File: src/hw/rtl/kmst_pkg.sv
// ----------------------------------------------------------------------------
// kmst_pkg
// Shared types and constants of the spanning tree weight core.
// ----------------------------------------------------------------------------
package kmst_pkg;

  localparam int NUM_VERT   = 1024;
  localparam int VERT_BITS  = $clog2(NUM_VERT);
  localparam int NUM_EDGES  = 4096;
  localparam int EADDR_BITS = $clog2(NUM_EDGES);
  localparam int CNT_BITS   = EADDR_BITS + 1;
  localparam int PORT_BITS  = 11;
  localparam int W_BITS     = 16;
  localparam int SIZE_BITS  = VERT_BITS + 1;
  localparam int SUM_BITS   = 26;
  localparam int EDGE_BITS  = 2 * VERT_BITS + W_BITS;

  typedef struct packed {
    logic [VERT_BITS-1:0]    va;
    logic [VERT_BITS-1:0]    vb;
    logic signed [W_BITS-1:0] w;
  } edge_t;

  typedef struct packed {
    logic                start;
    logic [CNT_BITS-1:0] n;
  } unit_ctl_t;

  typedef struct packed {
    logic busy;
    logic done;
  } unit_status_t;

  typedef enum logic [1:0] {
    ST_LOAD,
    ST_SORT,
    ST_SOLVE,
    ST_OUT
  } top_state_t;

  typedef enum logic [3:0] {
    SS_IDLE,
    SS_BLD_RD,
    SS_BLD_CAP,
    SS_EX_RD0,
    SS_EX_RD1,
    SS_EX_WR,
    SS_L0,
    SS_L1,
    SS_L2,
    SS_END
  } sort_state_t;

  typedef enum logic [3:0] {
    US_IDLE,
    US_INIT,
    US_ERD,
    US_ECAP,
    US_F1,
    US_F1C,
    US_F2C,
    US_SZ0,
    US_SZ1,
    US_SZ2,
    US_NEXT
  } uf_state_t;

endpackage

File: src/hw/rtl/kmst_heap_sort.sv
// ----------------------------------------------------------------------------
// kmst_heap_sort
// In-place heap sort of the edge memory by ascending weight.
// ----------------------------------------------------------------------------
module kmst_heap_sort (
  input  logic                               clk,
  input  logic                               rst,
  input  kmst_pkg::unit_ctl_t                ctl,
  output kmst_pkg::unit_status_t             status,
  output logic [kmst_pkg::EADDR_BITS-1:0]    rd_addr,
  input  kmst_pkg::edge_t                    rd_data,
  output logic                               wr_en,
  output logic [kmst_pkg::EADDR_BITS-1:0]    wr_addr,
  output kmst_pkg::edge_t                    wr_data
);
  import kmst_pkg::*;

  sort_state_t           state, state_next;
  logic [EADDR_BITS-1:0] i, i_next;
  logic [EADDR_BITS-1:0] p, p_next;
  logic [CNT_BITS-1:0]   hn, hn_next;
  logic                  extract, extract_next;
  edge_t                 pe, pe_next;
  edge_t                 le, le_next;
  logic [CNT_BITS-1:0]   l_idx, r_idx;
  logic                  done;

  assign l_idx = {p, 1'b1};
  assign r_idx = l_idx + CNT_BITS'(1);

  always_ff @(posedge clk) begin
    if (rst) begin
      state <= SS_IDLE;
    end else begin
      state <= state_next;
    end
    i       <= i_next;
    p       <= p_next;
    hn      <= hn_next;
    extract <= extract_next;
    pe      <= pe_next;
    le      <= le_next;
  end

  always_comb begin
    state_next   = state;
    i_next       = i;
    p_next       = p;
    hn_next      = hn;
    extract_next = extract;
    pe_next      = pe;
    le_next      = le;
    rd_addr      = '0;
    wr_en        = 1'b0;
    wr_addr      = p;
    wr_data      = pe;
    done         = 1'b0;
    unique case (state)
      SS_IDLE: begin
        if (ctl.start) begin
          if (ctl.n < CNT_BITS'(2)) begin
            done = 1'b1;
          end else begin
            i_next       = ctl.n[CNT_BITS-1:1];
            extract_next = 1'b0;
            state_next   = SS_BLD_RD;
          end
        end
      end
      SS_BLD_RD: begin
        rd_addr    = i - EADDR_BITS'(1);
        state_next = SS_BLD_CAP;
      end
      SS_BLD_CAP: begin
        pe_next    = rd_data;
        p_next     = i - EADDR_BITS'(1);
        hn_next    = ctl.n;
        state_next = SS_L0;
      end
      SS_EX_RD0: begin
        rd_addr    = '0;
        state_next = SS_EX_RD1;
      end
      SS_EX_RD1: begin
        le_next    = rd_data;
        rd_addr    = i;
        state_next = SS_EX_WR;
      end
      SS_EX_WR: begin
        pe_next    = rd_data;
        wr_en      = 1'b1;
        wr_addr    = i;
        wr_data    = le;
        p_next     = '0;
        hn_next    = {1'b0, i};
        state_next = SS_L0;
      end
      SS_L0: begin
        rd_addr = l_idx[EADDR_BITS-1:0];
        if (l_idx < hn) begin
          state_next = SS_L1;
        end else begin
          state_next = SS_END;
        end
      end
      SS_L1: begin
        le_next    = rd_data;
        rd_addr    = r_idx[EADDR_BITS-1:0];
        state_next = SS_L2;
      end
      SS_L2: begin
        priority if ((r_idx < hn) && (rd_data.w > le.w) && (rd_data.w > pe.w)) begin
          wr_en      = 1'b1;
          wr_data    = rd_data;
          p_next     = r_idx[EADDR_BITS-1:0];
          state_next = SS_L0;
        end else if (le.w > pe.w) begin
          wr_en      = 1'b1;
          wr_data    = le;
          p_next     = l_idx[EADDR_BITS-1:0];
          state_next = SS_L0;
        end else begin
          state_next = SS_END;
        end
      end
      SS_END: begin
        wr_en = 1'b1;
        if (i == EADDR_BITS'(1)) begin
          if (extract) begin
            done       = 1'b1;
            state_next = SS_IDLE;
          end else begin
            extract_next = 1'b1;
            i_next       = EADDR_BITS'(ctl.n - CNT_BITS'(1));
            state_next   = SS_EX_RD0;
          end
        end else begin
          i_next = i - EADDR_BITS'(1);
          if (extract) begin
            state_next = SS_EX_RD0;
          end else begin
            state_next = SS_BLD_RD;
          end
        end
      end
      default: state_next = SS_IDLE;
    endcase
  end

  assign status.busy = (state != SS_IDLE);
  assign status.done = done;

endmodule

File: config.mk
export PLATFORM = sky130hd
export DESIGN_NAME = kmst_heap_sort
export DESIGN_NICKNAME = d
export VERILOG_FILES = /design/src/hw/rtl/kmst_pkg.sv /design/src/hw/rtl/kmst_heap_sort.sv
export SDC_FILE = /design/constraint.sdc
export NUM_CORES = 1
export LEC_CHECK = 0
export BUFFER_PORTS_ARGS = -buffer_cell sky130_fd_sc_hd__buf_2
export CORE_UTILIZATION = 40
export CTS_CLUSTER_SIZE = 10
export DETAILED_ROUTE_END_ITERATION = 6
export PLACE_DENSITY_LB_ADDON = 0.1
export SLEW_MARGIN = 30
export SYNTH_ARGS = -nofsm -noshare
export SYNTH_HDL_FRONTEND = slang
export SYNTH_SLANG_ARGS = --single-unit
File: constraint.sdc
create_clock -name clk -period 5.1 [get_ports clk]
set_input_delay 1.02 -clock clk [delete_from_list [all_inputs] [get_ports clk]]
set_output_delay 1.02 -clock clk [all_outputs]
set_load 0.01 [all_outputs]
==> metrics.md <==
| Metric | Value |
|---|---|
| Status | finished, final reports clean |
| # port buffers | ~110 |
| Kind of critical path | reg2out |
| Fill count | a little over 2000 |
| PwrDens | 510 nW/µm² |
| Multi-input gate area | slightly below 5000 µm² |
| F_max | 205 MHz |
| Register share of total power | between 20% and 30% |
| Mapped cell area | 8790 µm² |
| Routed Antenna Nets | 0 |
| Yosys warning total | 0 |
| Max-slew headroom | 39.5% |
| Initial antenna violation count | 1 |
| Crit path from | p[0] |
| Hold path depth | 2 |
| CTS tree | yes |
| Final WL | 25400 µm |
| # setup viols final | 0 |
| Detailed-router iteration count before antenna repair | 5 |
| Combinational share of power | between 40% and 50% |
| Fin crit share | 95.6% |
| Maximum vdd drop | 0.275 mV |
| Routability congestion estimate from global placement | 0.856 |
| Most instantiated cells after synthesis | nand2_1, edfxtp_1, ha_1 |
| Worst-margin pin slew | 0.907 ns |
| First-pass GRT wire length | 40200 µm |
| Post-route cell area | just over 10000 µm² |
| CP Buf/Inv Count | 2 |
| Setup crit start kind | flop |
| Longest Clk Path Bufs | 2 |
| Crit path time final | roughly 4.9 ns |
| Post-synth top area share | 37.6% |
| Mean Syn Cell Area | between 9 and 10 µm² |
| Vias in the first global route | around 7300 |
| CTS Buf Count | 17 |
| Post-synthesis cell count | approximately 940 |
| Hold Crit Start | i[1] |
| Pleak | 4.36 nW |
| Final hold vios | 0 |
| Slowest-stage cell, CP | edfxtp_1 |
| Int Pwr | 3.05 mW |
| Clock share of power | between 20% and 30% |
| Die X | 150 µm |
| Core ar. | 21300 µm² |
| HPWL Detailed | between 15000 and 20000 µm |
| Worst-path clk slew | ~0.060 ns |
| Die ar. | between 20000 and 25000 µm² |
| Reg area | 3380 µm² |
| Ys flop type | edfxtp_1 |
| RSZ-0062 raised after global routing | yes |
| Worst Path Required | 4.08 ns |
| Worst skew pair latency | 0.43 ns |
| Die Ht | 150 µm |
| Iter 0 DRT Violations | 512 |
| Synth area leaders | edfxtp_1, ha_1, nand2_1 |
| Async SR Flop Fraction | 0% |
| Via/cell ratio | ~5.7 |
| Total global routing overflow | 0 |
| Worst Path Max Fanout | 19 |
| Post-place instance area | ~9600 µm² |
| Worst Path Arrival | slightly below 4 ns |
| Delay-heaviest family, CP | simple AND/OR/NAND/NOR gates |
| Initial Util | 41.3% |
| Switching power | 2.20 mW |
| Post-synth EDFFs | 110 |
| Worst hold path class | reg2reg |
| CP Cell Sequence | ha_4 -> nand3_2 -> or2_4 -> nor2_2 -> nand3_2 -> xnor2_2 -> ha_1 -> nor2b_1 -> o21ai_0 -> o211ai_1 -> and4b_4 -> a21oi_4 -> buf_6 -> a221o_2 -> buf_2 |
| CP Capture Type | primary output |
| CP most frequent cell | nand3_2 |
| Share of cells above drive strength 1 | approximately 20% |
| Row count | 53 |
| Mapped Nets | 1068 |
| Vias | 7583 |
| Cells on worst reg2reg path | 15 |
| Worst stage delay on the critical path | between 0.4 and 0.5 ns |
| H-Tree Level Count | 4 |
| Slew Limit Fails | 0 |
| CTS Hold Bufs | 0 |
| Largest net degree at the start of global routing | 43 |
| Net count reported at finish | 1172 |
| Total negative slack | 0 ns |
| Worst path depth | 15 |
| Clock Tree Root | clkbuf_16 |
| Synth cell types | 74 |
| Synth Register Bits | 114 |
| Max capacitance violation total | 0 |
| Worst r2r src | p[0] |
| Gr usage total | between 20% and 30% |
| Most numerous cell in the Yosys netlist | nand2_1 |
| CTS sink cnt | 114 |
| I/O pin total | approximately 120 |
| Register area share after synthesis | 38.5% |
| Post-synth top area cell | edfxtp_1 |
| Net Sw Frac | 41.9% |
| Synth-to-layout area growth | 17.3% |
| Diodes inserted | 0 |
| DRC Markers | 0 |
| Worst Skew | around 0.0097 ns |
| Routed length per instance | around 19 µm |
==> final timing paths <==
check / end / slack (ns)
max: wr_data[2] / 0.22
min: hn[1] / 0.71
max reg2reg: p[9] / 1.41
min reg2reg: hn[1] / 0.71
==> cells in the final DEF (no fill, tap or decap), drive strengths merged, types with 18 or more instances in the layout <==
master / count
nand2: 158
buf: 144
edfxtp: 110
ha: 77
a21oi: 67
inv: 67
o21ai: 62
nor2: 37
a221o: 36
mux2i: 30
mux2: 25
nor3: 19
o211ai: 18
==> stage by stage <==
stage	power, mW	setup slack (ns)	util (%)	hold WS, ns	instances
2_1_floorplan	3.23	0.679	-	0.588	939
3_3_place_gp	3.99	0.375	45.1	0.680	1291
3_5_place_dp	3.99	0.365	45.1	0.683	1291
4_1_cts	5.23	0.00143	47.9	0.698	1324
5_1_grt	5.63	-0.00717	48.4	0.726	1331
6_report	5.26	0.224	48.4	0.706	1331
==> power groups by stage <==
stage	Sequential [mW]	Clock [mW]	Combinational [mW]
floorplan	1.50	0	1.73
global placement	1.58	0	2.42
detailed placement	1.58	0	2.41
CTS	1.56	1.24	2.43
global route	1.59	1.27	2.76
finish	1.56	1.22	2.48
==> what timing repair did <==
action / 4_1_cts / 5_1_grt
pin swaps: 0 / 3
setup endpoints to repair: 23 / 37
setup buffers: 1 / 7
gates resized for setup: 1 / 13
endpoints found under the hold margin: 0 / 0
==> worst reg2reg max path: stages (launching register included) <==
cell	delay [ns]
edfxtp_1	0.47
ha_4	0.19
nand3_2	0.12
or2_4	0.31
nor2_2	0.14
nand3_2	0.14
xnor2_2	0.19
ha_1	0.30
nor2b_1	0.13
o21ai_0	0.17
o211ai_1	0.13
and4b_4	0.38
buf_6	0.18
a21boi_1	0.10
o22ai_1	0.14
buf_4	0.27
==> cell families (layout without fill, tap and decap cells) <==
group,count (synthesis),in the layout,share of synthesized area [%]
adders and majority gates,77,77,11.0
DFF,114,114,38.5
buffers and inverters,115,232,5.73
AOI/OAI and AO/OA,246,246,18.8
and+or+nand+nor,304,304,16.5
muxes,55,55,6.74
xor gates and xnor gates,28,28,2.79
==> layout make-up <==
type                    instances  area share (%)
multi-input cells             710            48.2
clock buffers                  17            4.13
well taps                     275            3.34
repair buffers                144            7.90
inverters                      56            2.04
flip-flops and latches        114            32.8
clock inverters                15            1.57
==> per-layer routing <==
layer / global-route usage [%] / wire [µm] / share of wire (%)
met1: 32.5 / 12000 / 47
met2: 36.5 / 11700 / 46
met3: 4.82 / 1380 / 5.4
met4: 6.87 / 388 / 1.5
met5: 0 / 13 / 0.051
==> sequential cells by signal, summed over array words and instances, names as in the netlist <==
register  cells
le           36
p            12
hn           13
extract       1
i            12
state         4
pe           36
No activity file was read; power rests on OpenSTA's default activity.
